### src/hdl/cfs_pkg.sv
package cfs_pkg;

    localparam int VALUE_W    = 32;
    localparam int ACC_W      = 56;
    localparam int DIFF_W     = ACC_W + 1;
    localparam int ORDER_W    = 4;
    localparam int FIELD_IX_W = 3;
    localparam int IN_DATA_W  = 40;
    localparam int OUT_DATA_W = 40;

    localparam logic REQ_MATRIX    = 1'b0;
    localparam logic REQ_RHS       = 1'b1;
    localparam logic KIND_STATUS   = 1'b0;
    localparam logic KIND_SOLUTION = 1'b1;

    typedef enum logic [1:0] {
        ST_OK        = 2'd0,
        ST_NOT_PD    = 2'd1,
        ST_NO_FACTOR = 2'd2,
        ST_SAT       = 2'd3
    } status_t;

    typedef enum logic [1:0] {
        PH_FACT,
        PH_FWD,
        PH_BACK
    } phase_t;

    typedef enum logic [3:0] {
        S_IDLE,
        S_ROW_INIT,
        S_TA,
        S_TB,
        S_MUL,
        S_ACC,
        S_BASE_RD,
        S_BASE,
        S_CHECK,
        S_OP,
        S_WB,
        S_STAT_OK,
        S_STAT_NPD,
        S_STAT_NOFAC,
        S_EMIT
    } state_t;

    typedef enum logic {
        OP_SQRT,
        OP_DIV
    } iter_op_t;

    typedef struct packed {
        logic     load_mat;
        logic     load_rhs;
        logic     acc_clr;
        logic     opa_ld;
        logic     opa_from_sol;
        logic     mul_ld;
        logic     acc_ld;
        logic     base_ld;
        logic     solve_mode;
        logic     iter_start;
        iter_op_t iter_op;
        logic     wb_ram;
        logic     wb_sol;
        logic     wb_p;
        logic     flag_clr;
        logic     out_ld;
        logic     out_kind;
        logic     out_from_sol;
        logic     out_use_flag;
        status_t  out_status;
        logic     out_last;
    } cmd_t;

    typedef struct packed {
        logic out_valid;
        logic out_free;
        logic pivot_bad;
        logic iter_done;
    } stat_t;

endpackage

### src/hdl/cfs_ctrl.sv
module cfs_ctrl #(
    parameter int MAX_ORDER = 8
) (
    input  logic                                               clk,
    input  logic                                               rst_n,
    input  logic                                               in_valid,
    output logic                                               in_ready,
    input  logic                                               req_type,
    input  logic [cfs_pkg::FIELD_IX_W-1:0]                     row_index,
    input  logic [cfs_pkg::FIELD_IX_W-1:0]                     col_index,
    input  logic                                               last,
    input  logic                                               cfg_valid,
    output logic                                               cfg_ready,
    input  logic [cfs_pkg::ORDER_W-1:0]                        cfg_data,
    input  cfs_pkg::stat_t                                     stat,
    output cfs_pkg::cmd_t                                      cmd,
    output logic [((MAX_ORDER > 1) ? $clog2(MAX_ORDER*MAX_ORDER) : 1)-1:0] ram_addr,
    output logic [((MAX_ORDER > 1) ? $clog2(MAX_ORDER) : 1)-1:0]           sol_idx,
    output logic [cfs_pkg::FIELD_IX_W-1:0]                     out_idx
);
    import cfs_pkg::*;

    localparam int AW = (MAX_ORDER > 1) ? $clog2(MAX_ORDER * MAX_ORDER) : 1;
    localparam int IW = (MAX_ORDER > 1) ? $clog2(MAX_ORDER) : 1;
    localparam int NW = $clog2(MAX_ORDER + 1);

    state_t              state_reg, state_next;
    phase_t              phase_reg, phase_next;
    logic [NW-1:0]       c_reg, c_next;
    logic [NW-1:0]       i_reg, i_next;
    logic [NW-1:0]       k_reg, k_next;
    logic [NW-1:0]       e_reg, e_next;
    logic [ORDER_W-1:0]  order_reg, order_next;
    logic                fvalid_reg, fvalid_next;

    logic [NW-1:0]       n_cur;
    logic [NW-1:0]       k_start;
    logic [NW-1:0]       k_end;
    logic                idle_rdy;
    logic                accept;
    logic                row_ok;
    logic                mat_keep;
    logic                on_diag;

    function automatic logic [AW-1:0] at_addr(input logic [NW-1:0] r, input logic [NW-1:0] cc);
        return AW'(32'(r) * MAX_ORDER + 32'(cc));
    endfunction

    assign n_cur = (order_reg == '0) ? NW'(1) :
                   ((32'(order_reg) > MAX_ORDER) ? NW'(MAX_ORDER) : NW'(order_reg));

    assign idle_rdy  = (state_reg == S_IDLE) && !stat.out_valid;
    assign accept    = idle_rdy && in_valid;
    assign row_ok    = 32'(row_index) < MAX_ORDER;
    assign mat_keep  = row_ok && (col_index <= row_index);
    assign on_diag   = (phase_reg == PH_FACT) && (i_reg == c_reg);
    assign in_ready  = idle_rdy;
    assign cfg_ready = 1'b1;

    always_comb
    begin
        unique case (phase_reg)
            PH_FACT:
            begin
                k_start = '0;
                k_end   = c_reg;
            end
            PH_FWD:
            begin
                k_start = '0;
                k_end   = i_reg;
            end
            PH_BACK:
            begin
                k_start = i_reg + NW'(1);
                k_end   = n_cur;
            end
            default:
            begin
                k_start = '0;
                k_end   = '0;
            end
        endcase
    end

    always_ff @(posedge clk or negedge rst_n)
    begin
        if (!rst_n)
        begin
            state_reg  <= S_IDLE;
            phase_reg  <= PH_FACT;
            c_reg      <= '0;
            i_reg      <= '0;
            k_reg      <= '0;
            e_reg      <= '0;
            order_reg  <= 4'd8;
            fvalid_reg <= 1'b0;
        end
        else
        begin
            state_reg  <= state_next;
            phase_reg  <= phase_next;
            c_reg      <= c_next;
            i_reg      <= i_next;
            k_reg      <= k_next;
            e_reg      <= e_next;
            order_reg  <= order_next;
            fvalid_reg <= fvalid_next;
        end
    end

    // next state and loop counters
    always_comb
    begin
        state_next  = state_reg;
        phase_next  = phase_reg;
        c_next      = c_reg;
        i_next      = i_reg;
        k_next      = k_reg;
        e_next      = e_reg;
        order_next  = order_reg;
        fvalid_next = fvalid_reg;
        if (cfg_valid)
        begin
            order_next  = cfg_data;
            fvalid_next = 1'b0;
        end
        unique case (state_reg)
            S_IDLE:
            begin
                if (accept)
                begin
                    if (req_type == REQ_MATRIX)
                    begin
                        fvalid_next = 1'b0;
                        if (last)
                        begin
                            phase_next = PH_FACT;
                            c_next     = '0;
                            i_next     = '0;
                            state_next = S_ROW_INIT;
                        end
                    end
                    else if (last)
                    begin
                        if (fvalid_reg)
                        begin
                            phase_next = PH_FWD;
                            i_next     = '0;
                            state_next = S_ROW_INIT;
                        end
                        else
                        begin
                            state_next = S_STAT_NOFAC;
                        end
                    end
                end
            end
            S_ROW_INIT:
            begin
                k_next     = k_start;
                state_next = (k_start != k_end) ? S_TA : S_BASE_RD;
            end
            S_TA:      state_next = S_TB;
            S_TB:      state_next = S_MUL;
            S_MUL:     state_next = S_ACC;
            S_ACC:
            begin
                if (k_reg + NW'(1) == k_end)
                begin
                    state_next = S_BASE_RD;
                end
                else
                begin
                    k_next     = k_reg + NW'(1);
                    state_next = S_TA;
                end
            end
            S_BASE_RD: state_next = S_BASE;
            S_BASE:    state_next = S_CHECK;
            S_CHECK:   state_next = (on_diag && stat.pivot_bad) ? S_STAT_NPD : S_OP;
            S_OP:
            begin
                if (stat.iter_done)
                begin
                    state_next = S_WB;
                end
            end
            S_WB:
            begin
                unique case (phase_reg)
                    PH_FACT:
                    begin
                        if (i_reg + NW'(1) != n_cur)
                        begin
                            i_next     = i_reg + NW'(1);
                            state_next = S_ROW_INIT;
                        end
                        else if (c_reg + NW'(1) != n_cur)
                        begin
                            c_next     = c_reg + NW'(1);
                            i_next     = c_reg + NW'(1);
                            state_next = S_ROW_INIT;
                        end
                        else
                        begin
                            fvalid_next = 1'b1;
                            state_next  = S_STAT_OK;
                        end
                    end
                    PH_FWD:
                    begin
                        if (i_reg + NW'(1) != n_cur)
                        begin
                            i_next = i_reg + NW'(1);
                        end
                        else
                        begin
                            phase_next = PH_BACK;
                            i_next     = n_cur - NW'(1);
                        end
                        state_next = S_ROW_INIT;
                    end
                    PH_BACK:
                    begin
                        if (i_reg != '0)
                        begin
                            i_next     = i_reg - NW'(1);
                            state_next = S_ROW_INIT;
                        end
                        else
                        begin
                            e_next     = '0;
                            state_next = S_EMIT;
                        end
                    end
                    default: state_next = S_IDLE;
                endcase
            end
            S_STAT_OK, S_STAT_NPD, S_STAT_NOFAC:
            begin
                if (stat.out_free)
                begin
                    state_next = S_IDLE;
                end
            end
            S_EMIT:
            begin
                if (stat.out_free)
                begin
                    if (e_reg + NW'(1) == n_cur)
                    begin
                        state_next = S_IDLE;
                    end
                    else
                    begin
                        e_next = e_reg + NW'(1);
                    end
                end
            end
            default: state_next = S_IDLE;
        endcase
    end

    // datapath commands
    always_comb
    begin
        cmd      = '0;
        ram_addr = '0;
        sol_idx  = '0;
        out_idx  = '0;
        unique case (state_reg)
            S_IDLE:
            begin
                ram_addr     = at_addr(NW'(row_index), NW'(col_index));
                sol_idx      = IW'(row_index);
                cmd.load_mat = accept && (req_type == REQ_MATRIX) && mat_keep;
                cmd.load_rhs = accept && (req_type == REQ_RHS) && row_ok;
                cmd.flag_clr = accept && last;
            end
            S_ROW_INIT: cmd.acc_clr = 1'b1;
            S_TA:       ram_addr = at_addr(i_reg, k_reg);
            S_TB:
            begin
                cmd.opa_ld       = 1'b1;
                cmd.opa_from_sol = (phase_reg != PH_FACT);
                sol_idx          = IW'(k_reg);
                unique case (phase_reg)
                    PH_FACT: ram_addr = at_addr(c_reg, k_reg);
                    PH_FWD:  ram_addr = at_addr(i_reg, k_reg);
                    PH_BACK: ram_addr = at_addr(k_reg, i_reg);
                    default: ram_addr = '0;
                endcase
            end
            S_MUL:      cmd.mul_ld = 1'b1;
            S_ACC:      cmd.acc_ld = 1'b1;
            S_BASE_RD:
            begin
                ram_addr = (phase_reg == PH_FACT) ? at_addr(i_reg, c_reg) : at_addr(i_reg, i_reg);
            end
            S_BASE:
            begin
                cmd.base_ld    = 1'b1;
                cmd.solve_mode = (phase_reg != PH_FACT);
                sol_idx        = IW'(i_reg);
            end
            S_CHECK:
            begin
                cmd.solve_mode = (phase_reg != PH_FACT);
                cmd.iter_op    = on_diag ? OP_SQRT : OP_DIV;
                cmd.iter_start = !(on_diag && stat.pivot_bad);
            end
            S_OP:       cmd.solve_mode = (phase_reg != PH_FACT);
            S_WB:
            begin
                if (phase_reg == PH_FACT)
                begin
                    cmd.wb_ram = 1'b1;
                    cmd.wb_p   = on_diag;
                    ram_addr   = at_addr(i_reg, c_reg);
                end
                else
                begin
                    cmd.wb_sol = 1'b1;
                    sol_idx    = IW'(i_reg);
                end
            end
            S_STAT_OK:
            begin
                cmd.out_ld       = stat.out_free;
                cmd.out_kind     = KIND_STATUS;
                cmd.out_use_flag = 1'b1;
                cmd.out_status   = ST_OK;
                cmd.out_last     = 1'b1;
            end
            S_STAT_NPD:
            begin
                cmd.out_ld     = stat.out_free;
                cmd.out_kind   = KIND_STATUS;
                cmd.out_status = ST_NOT_PD;
                cmd.out_last   = 1'b1;
            end
            S_STAT_NOFAC:
            begin
                cmd.out_ld     = stat.out_free;
                cmd.out_kind   = KIND_SOLUTION;
                cmd.out_status = ST_NO_FACTOR;
                cmd.out_last   = 1'b1;
            end
            S_EMIT:
            begin
                cmd.out_ld       = stat.out_free;
                cmd.out_kind     = KIND_SOLUTION;
                cmd.out_from_sol = 1'b1;
                cmd.out_use_flag = 1'b1;
                cmd.out_status   = ST_OK;
                cmd.out_last     = (e_reg + NW'(1) == n_cur);
                sol_idx          = IW'(e_reg);
                out_idx          = FIELD_IX_W'(e_reg);
            end
            default: cmd = '0;
        endcase
    end

endmodule

### config.mk
export PLATFORM = sky130hd
export DESIGN_NAME = cfs_ctrl
export DESIGN_NICKNAME = d
export VERILOG_FILES = /design/src/hdl/cfs_pkg.sv /design/src/hdl/cfs_ctrl.sv
export SDC_FILE = /design/constraint.sdc
export NUM_CORES = 1
export LEC_CHECK = 0
export BUFFER_PORTS_ARGS = -buffer_cell sky130_fd_sc_hd__buf_2
export CAP_MARGIN = 0
export CORE_ASPECT_RATIO = 0.8
export CORE_UTILIZATION = 31
export CTS_CLUSTER_SIZE = 20
export DETAILED_ROUTE_END_ITERATION = 8
export HOLD_SLACK_MARGIN = 0.08
export PLACE_DENSITY = 0.54
export SKIP_CTS_REPAIR_TIMING = 1
export SKIP_LAST_GASP = 1
export SLEW_MARGIN = 10
export SYNTH_ARGS = -nofsm -noshare
export SYNTH_HDL_FRONTEND = slang
export SYNTH_SLANG_ARGS = --single-unit
### constraint.sdc
create_clock -name clk -period 9.2 [get_ports clk]
set_clock_uncertainty 0.15 [all_clocks]
set_input_delay 0.46 -clock clk [delete_from_list [all_inputs] [get_ports clk]]
set_output_delay 0.46 -clock clk [all_outputs]
set_load 0.01 [all_outputs]
==> results of run 1 <==
-- cell families (layout without fill, tap and decap cells) --
group                    Yosys count  in the layout  share of synthesized area (%)
XOR/XNOR                          29             29                           7.82
multiplexers                       7              7                           2.15
adder cells (fa/ha/maj)           23             23                           8.26
flip-flops                        27             27                           19.4
AND/OR/NAND/NOR                  198            198                           29.4
AO/OA/AOI/OAI                    126            126                           25.6
other                              1              1                          0.108
buffers and inverters             60             87                           7.21
-- layer usage --
layer  vias to the layer above  global-route usage, %  wire length [µm]
li1                       1772                      -                 -
met4                         0                   2.94                84
met2                       157                   30.5              5060
met5                         -                      0                 0
met1                      1807                   30.9              5640
met3                         6                   3.83              1010
-- layout make-up --
cell class | count | area, µm² | area share (%)
Timing Repair Buffer | 57 | 293 | 7.54
Inverter | 26 | 97.6 | 2.51
Multi-Input combinational cell | 384 | 2560 | 65.9
Clock buffer | 4 | 78.8 | 2.03
Sequential cell | 27 | 677 | 17.4
Tap cell | 144 | 180 | 4.64
-- stage by stage --
| stage | area (µm²) | hold slack, ps | total power [mW] | utilization (%) |
|---|---|---|---|---|
| finish | 3880 | 73.3 | 1.07 | 35.7 |
| global placement | 3800 | 351 | 0.951 | 34.9 |
| CTS | 3880 | 98.0 | 1.06 | 35.7 |
| floorplan | 3490 | 14.4 | 0.752 | - |
| global route | 3880 | 129 | 1.17 | 35.7 |
| detailed placement | 3800 | 357 | 0.957 | 34.9 |
-- power breakdown --
| part | switching (mW) | leakage, nW | internal [mW] |
|---|---|---|---|
| clock network | 0.0425 | 0.0382 | 0.0594 |
| registers | 0.103 | 0.350 | 0.150 |
| logic | 0.435 | 1.42 | 0.284 |
-- worst paths after layout --
kind	from	end	slack [ps]
setup / recovery	i_reg[0]	c_reg[3]	5420
hold / removal	rst_n	order_reg[2]	70
hold reg to reg	fvalid_reg	fvalid_reg	370
min in group clk	cfg_data[3]	order_reg[3]	270
setup reg to reg	i_reg[0]	c_reg[3]	5420
max in group asynchronous	rst_n	state_reg[1]	8390
-- cells in the mapped netlist, drive strengths merged (5+ instances only) --
cell | n | area [µm²]
a21oi | 26 | 130
dfrtp | 26 | 651
o21ai | 18 | 90.1
nor2b | 8 | 50.1
ha | 23 | 288
nand2b | 8 | 50.1
a22oi | 8 | 60.1
buf | 14 | 78.8
a211oi | 7 | 52.6
xnor2 | 16 | 140
xor2 | 13 | 133
and3 | 5 | 31.3
nand3 | 20 | 100
o211ai | 7 | 52.6
clkbuf | 20 | 75.1
nor2 | 38 | 143
a221oi | 5 | 43.8
or3 | 5 | 31.3
nand2 | 61 | 236
nor3 | 17 | 90.1
and2 | 6 | 37.5
o22ai | 7 | 43.8
inv | 26 | 97.6
==> out/results.tsv, run 1 <==
metric	value	unit
1st-iter DRT viols	265	
WP buf/inv	2	
Layout Nets	542	
max-slew violations	0	
die area	11700	µm²
via count	3742	
die boundary width	121	µm
syn_nets	514	
Cell Pwr Density	277	nW/µm²
slew margin rel.	46.2	%
Final HPWL DP	8990	µm
largest net degree at the start of global routing	28	
Post-route DRC	0	
Async SR Flop Fraction	100	%
Critical Path Stages	9	
Setup WS post-layout	5420	ps
final hold vios	0	
CP max-delay cell	dfrtp_1	
area added between synthesis and finish	11.4	%
register area share after synthesis	19.4	%
Critical Path RT	9250	ps
initial antenna violation count	0	
first-pass GRT wire length	19000	µm
Unique masters post-synth	77	
Crit Path Max Fanout	20	
fill count	1215	
Avg Inst Size Synth	7.40	µm²
clock sinks	27	
ANT cells	0	
RSZ-0062 raised after global routing	false	
max cap viols	0	
Ports	56	
GRT Residual Overflow	0	
Yosys reg bits	27	
worst skew pair latency	260	ps
Via density	5.83	
DR WL/cell	18.4	µm
crit path cell chain	inv_1 > ha_1 > inv_1 > or4b_4 > o311ai_1 > nand2b_1 > or3_1 > or3_1 > nand3_1	
crit-path max cell delay	810	ps
Post-synth EDFFs	0	
Site Rows	34	
dpl cells	638	
R2R cell count	9	
Crit Path Class	register to register	
LEAKAGE	1.81	nW
yosys synthesis warning count	0	
fin crit period	3780	ps
Worst Setup Start Kind	register	
CTS tree	yes	
H-tree depth	1	
ys flop type	dfrtp_1	
worst min path class	input pin to async pin	
Critical Path End Type	register	
measured slew at the worst slew-check pin	807	ps
share of layout cells above drive strength 1	15.5	%
Port Buffers	54	
most common cell after layout, fill and taps aside	nand2_1	
Fmax	264	MHz
vias in the first global route	3485	
final wirelength	11800	µm
Final Setup Violations	0	
DRT antenna net count	0	
initial core utilization	32.0	%
outcome	finished clean	
DP Worst Slack	5490	ps
fin cells	642	
CTS Buf Count	3	
Tot GR Track Use	20.5	%
DRT Pass-1 Iters	8	
GPL Wtd Cong	0.910	
Die Y	96.8	µm
Synth Instances	471	
Core Region	10900	µm²
Mapped Area	3490	µm²
root buf cell	clkbuf_16	
Sum Neg Setup Slack	0	ps
maximum VDD drop	0.108	mV
Final Cycle Share	41.1	%
Crit path max-delay family	simple AND/OR/NAND/NOR gates	
leading cell types in the layout, fill and taps excluded	60 x nand2_1, 54 x buf_2, 38 x nor2_1	
clk buf depth	2	
Crit path arrival time	3830	ps
clock slew at reported path FFs	70	ps
(Power assumes the default switching activity.)
==> run 2: changes to the inputs <==
==> constraint.sdc (replaced) <==
create_clock -name clk -period 3.66 [get_ports clk]
set_clock_uncertainty 0.15 [all_clocks]
set_input_delay 0.183 -clock clk [delete_from_list [all_inputs] [get_ports clk]]
set_output_delay 0.183 -clock clk [all_outputs]
set_load 0.01 [all_outputs]
==> run 2 against run 1 <==
Utilization rose by 1.1 points. Critical path depth did not move. Critical path type unchanged. Highest routed layer unchanged. Combinational power rose to 2.6 times the previous value. Largest cell class unchanged. Global-route usage rose by 0.35 points. Sequential share of layout area fell by 0.54 points. Clock power rose to 2.5 times the previous value. Wire length rose by 2.7%.
==> out/results.tsv, run 2 (synthesis results as in run 1) <==
metric	value	unit
worst skew pair latency	270	ps
Crit path max-delay family	simple AND/OR/NAND/NOR gates	
Hold Path Cell Cnt	2	
vias in the first global route	3542	
area of the multi-input gates	2560	µm²
Setup crit start	i_reg[0]	
Crit Path Class	register to register	
initial core utilization	32.0	%
R2R cell count	9	
ANT cells	0	
dpl cells	648	
final wirelength	12100	µm
Hold Path Sink	order_reg[3]	
Cell Pwr Density	688	nW/µm²
die boundary width	121	µm
max cap viols	0	
RSZ-0062 raised after global routing	false	
largest net degree at the start of global routing	28	
Crit path arrival time	3220	ps
DRT Pass-1 Iters	7	
Via density	5.77	
maximum VDD drop	0.387	mV
initial antenna violation count	0	
1st-iter DRT viols	357	
fin cells	657	
max-slew violations	0	
CTS tree	yes	
Fmax	316	MHz
fin crit period	3170	ps
WP buf/inv	2	
GRT Residual Overflow	0	
area added between synthesis and finish	15.0	%
Ports	56	
LEAKAGE	1.88	nW
GPL Wtd Cong	0.923	
Final HPWL DP	9280	µm
clock sinks	27	
flop-to-flop setup slack	490	ps
measured slew at the worst slew-check pin	737	ps
Critical Path RT	3710	ps
die area	11700	µm²
Critical Path End Type	register	
Final Cycle Share	86.5	%
DR WL/cell	18.4	µm
crit path cell chain	inv_1 > ha_1 > inv_1 > or4b_4 > o311ai_1 > nand2b_1 > or3_1 > or3_1 > nand3_1	
Crit Reg-Reg Endpoint	c_reg[2]	
worst min path class	input pin to register	
Crit Path Max Fanout	11	
register area	677	µm²
Port Buffers	54	
Site Rows	34	
Core Region	10900	µm²
Sum Neg Setup Slack	0	ps
Total Power	2.76	mW
Layout Nets	557	
Final Setup Violations	0	
Post-route DRC	0	
slew margin rel.	50.3	%
Die Y	96.8	µm
DRT antenna net count	0	
hold_sp	cfg_valid	
first-pass GRT wire length	19100	µm
most common cell after layout, fill and taps aside	nand2_1	
clock slew at reported path FFs	70	ps
H-tree depth	1	
Tot GR Track Use	20.9	%
fill count	1192	
r2r startpoint	i_reg[0]	
CTS Buf Count	3	
leading cell types in the layout, fill and taps excluded	60 x nand2_1, 54 x buf_2, 38 x nor2_1	
crit-path max cell delay	550	ps
final hold vios	0	
outcome	finished clean	
via count	3792	
Worst Setup Start Kind	register	
share of layout cells above drive strength 1	17.0	%
CP max-delay cell	or4b_4	
clk buf depth	2	
root buf cell	clkbuf_16	
-- run 2: routing by layer --
metal,track usage [%],wire length (µm),up-vias,part of all wire [%]
met5,0,0,-,0
met4,5.51,225,0,1.9
met3,2.59,943,18,7.8
met2,31.3,5120,152,42
met1,31.1,5820,1825,48
li1,-,-,1797,-
-- run 2: how the worst max path moves through the flow --
| stage | end | slack, ps | depth (start not counted) |
|---|---|---|---|
| after global routing | c_reg[2] | 310 | 9 |
| final | c_reg[2] | 490 | 9 |
| after floorplan | i_reg[2] | 410 | 11 |
| after global placement | c_reg[3] | 620 | 9 |
| after detailed placement | c_reg[2] | 550 | 9 |
| after CTS | c_reg[2] | 540 | 9 |
-- run 2: metrics by stage --
stage / hold slack, ps / utilization (%) / setup slack [ps] / instance area [µm²]
after floorplan: -263 / - / 407 / 3490
after global placement: 117 / 35.6 / 624 / 3880
after detailed placement: 115 / 35.6 / 549 / 3880
after CTS: -172 / 36.4 / 537 / 3960
after global routing: 86.0 / 36.8 / 310 / 4010
final: 53.2 / 36.8 / 493 / 4010
-- run 2: power by group --
part / leakage (nW) / internal [mW] / switching [mW] / total [mW]
combinational: 1.50 / 0.753 / 1.13 / 1.88
sequential: 0.350 / 0.379 / 0.237 / 0.616
clock: 0.0382 / 0.150 / 0.110 / 0.260
total: 1.88 / 1.28 / 1.48 / 2.76
-- run 2: area by class of cell --
cell class                 instances  share of cell area (%)
multi-input combinational        384                    63.8
tap                              144                    4.49
timing repair buffer              72                    10.4
inverter                          26                    2.43
clock buffer                       4                    1.97
sequential                        27                    16.9
==> run 3: changes to the inputs <==
--- a/config.mk
+++ b/config.mk
@@ -9,7 +9,7 @@
 export CAP_MARGIN = 0
 export CORE_ASPECT_RATIO = 0.8
 export CORE_UTILIZATION = 31
-export CTS_CLUSTER_SIZE = 20
+export CTS_CLUSTER_SIZE = 28
 export DETAILED_ROUTE_END_ITERATION = 8
 export HOLD_SLACK_MARGIN = 0.08
 export PLACE_DENSITY = 0.54
==> constraint.sdc (replaced) <==
create_clock -name clk -period 3.1 [get_ports clk]
set_clock_uncertainty 0.15 [all_clocks]
set_input_delay 0.465 -clock clk [delete_from_list [all_inputs] [get_ports clk]]
set_output_delay 0.465 -clock clk [all_outputs]
set_load 0.01 [all_outputs]
==> run 3 against run 2 <==
Count of clock-buffer cells in the layout decreased by 1. Critical endpoint is now cmd[0]. Critical path depth is the same. Largest power group unchanged. Combinational power up 30%. Design area rose by 2.4%. Largest cell class unchanged.
==> out/results.tsv, run 3 (synthesis results as in run 1) <==
metric	value	unit
outcome	finished clean	
RSZ-0062 raised after global routing	true	
vias in the first global route	3607	
max layer used	met4	
Core Util, Final	37.7	%
crit path cell chain	ha_1 > xor2_1 > or2_2 > a211oi_1 > o22ai_2 > o21ai_1 > a21oi_1 > nor2_1 > buf_2	
r2r startpoint	i_reg[0]	
fin crit period	3000	ps
Via density	5.75	
Crit Path Max Fanout	6	
leading cell types in the layout, fill and taps excluded	60 x nand2_1, 54 x buf_2, 38 x nor2_1	
Final Cycle Share	96.8	%
Setup WS post-layout	99.0	ps
crit-path max cell delay	440	ps
Total Power	3.41	mW
area added between synthesis and finish	17.8	%
final wirelength	12300	µm
flop-to-flop setup slack	240	ps
initial core utilization	32.0	%
fin cells	669	
root buf cell	clkbuf_16	
Final HPWL DP	9560	µm
Crit Reg-Reg Endpoint	i_reg[2]	
Layout Nets	569	
slew margin rel.	50.1	%
DRT Pass-1 Iters	5	
Critical Path End Type	output port	
Post-route DRC	0	
dpl cells	660	
CTS Buf Count	3	
DP Worst Slack	151	ps
Fmax	333	MHz
DR WL/cell	18.4	µm
max cap viols	0	
H-tree depth	1	
die boundary width	121	µm
M1 wire length	6160	µm
Crit path arrival time	2390	ps
clock slew at reported path FFs	70	ps
1st-iter DRT viols	385	
clk buf depth	2	
measured slew at the worst slew-check pin	740	ps
via count	3846	
die area	11700	µm²
LEAKAGE	1.95	nW
GPL Wtd Cong	0.925	
clock sinks	27	
maximum VDD drop	0.303	mV
worst skew pair latency	270	ps
met3 WL	929	µm
R2R cell count	8	
largest net degree at the start of global routing	28	
first-pass GRT wire length	19500	µm
Site Rows	34	
Ports	56	
Crit Path Class	register to output port	
Final Setup Violations	0	
ANT cells	0	
Cell Pwr Density	831	nW/µm²
max-slew violations	0	
CTS tree	yes	
final hold vios	0	
GRT Residual Overflow	0	
most common cell after layout, fill and taps aside	nand2_1	
CP max-delay cell	dfrtp_1	
Worst Setup Start Kind	register	
Final Instance Area	4110	µm²
Tot GR Track Use	21.3	%
DRT antenna net count	0	
Core Region	10900	µm²
worst min path class	input pin to async pin	
Die Y	96.8	µm
Critical Path RT	2480	ps
initial antenna violation count	0	
Port Buffers	54	
share of layout cells above drive strength 1	20.6	%
metal2 WL	5000	µm
Cell Area, Placed	3970	µm²
fill count	1155	
run 3: cell type report:
type,count,area [µm²],area share [%]
timing repair buffer,84,499,12.2
clock inverter,1,5.00,0.122
tap,144,180,4.39
multi-input combinational,384,2570,62.6
sequential,27,678,16.5
inverter,26,97.6,2.38
clock buffer,3,75.1,1.83
run 3: how the worst max path moves through the flow:
stage | start | end | cells past startpoint | slack, ps
2_1_floorplan | i_reg[1] | i_reg[2] | 11 | 40
5_1_grt | e_reg[0] | cmd[0] | 9 | -70
3_5_place_dp | phase_reg[0] | k_reg[1] | 8 | 150
4_1_cts | e_reg[0] | cmd[0] | 9 | 6
3_3_place_gp | phase_reg[0] | k_reg[1] | 8 | 190
6_report | e_reg[0] | cmd[0] | 9 | 100
run 3: critical path, delay by kind of cell (launching register included):
kind	cells	cell delay, ps
compound gates	4	690
flops	1	440
simple gates	2	380
fa+ha+maj	1	280
xor+xnor	1	190
buf+inv	1	130
run 3: routing by layer:
metal,vias to the layer above,GRT usage (%)
met5,-,0
li1,1823,-
met2,155,29.6
met4,0,5.13
met3,13,3.66
met1,1855,33.3
run 3: stage by stage:
stage                     hold WS, ps  TNS (ps)
after CTS                         112         0
after detailed placement          359         0
after global placement            363         0
final                            86.7         0
after floorplan                  19.4         0
after global routing              143     -67.9
run 3: power by group:
group / internal, mW / switching, mW / leakage [nW]
clock: 0.175 / 0.131 / 0.0409
combinational: 0.998 / 1.44 / 1.57
sequential: 0.449 / 0.216 / 0.348
total: 1.62 / 1.79 / 1.95
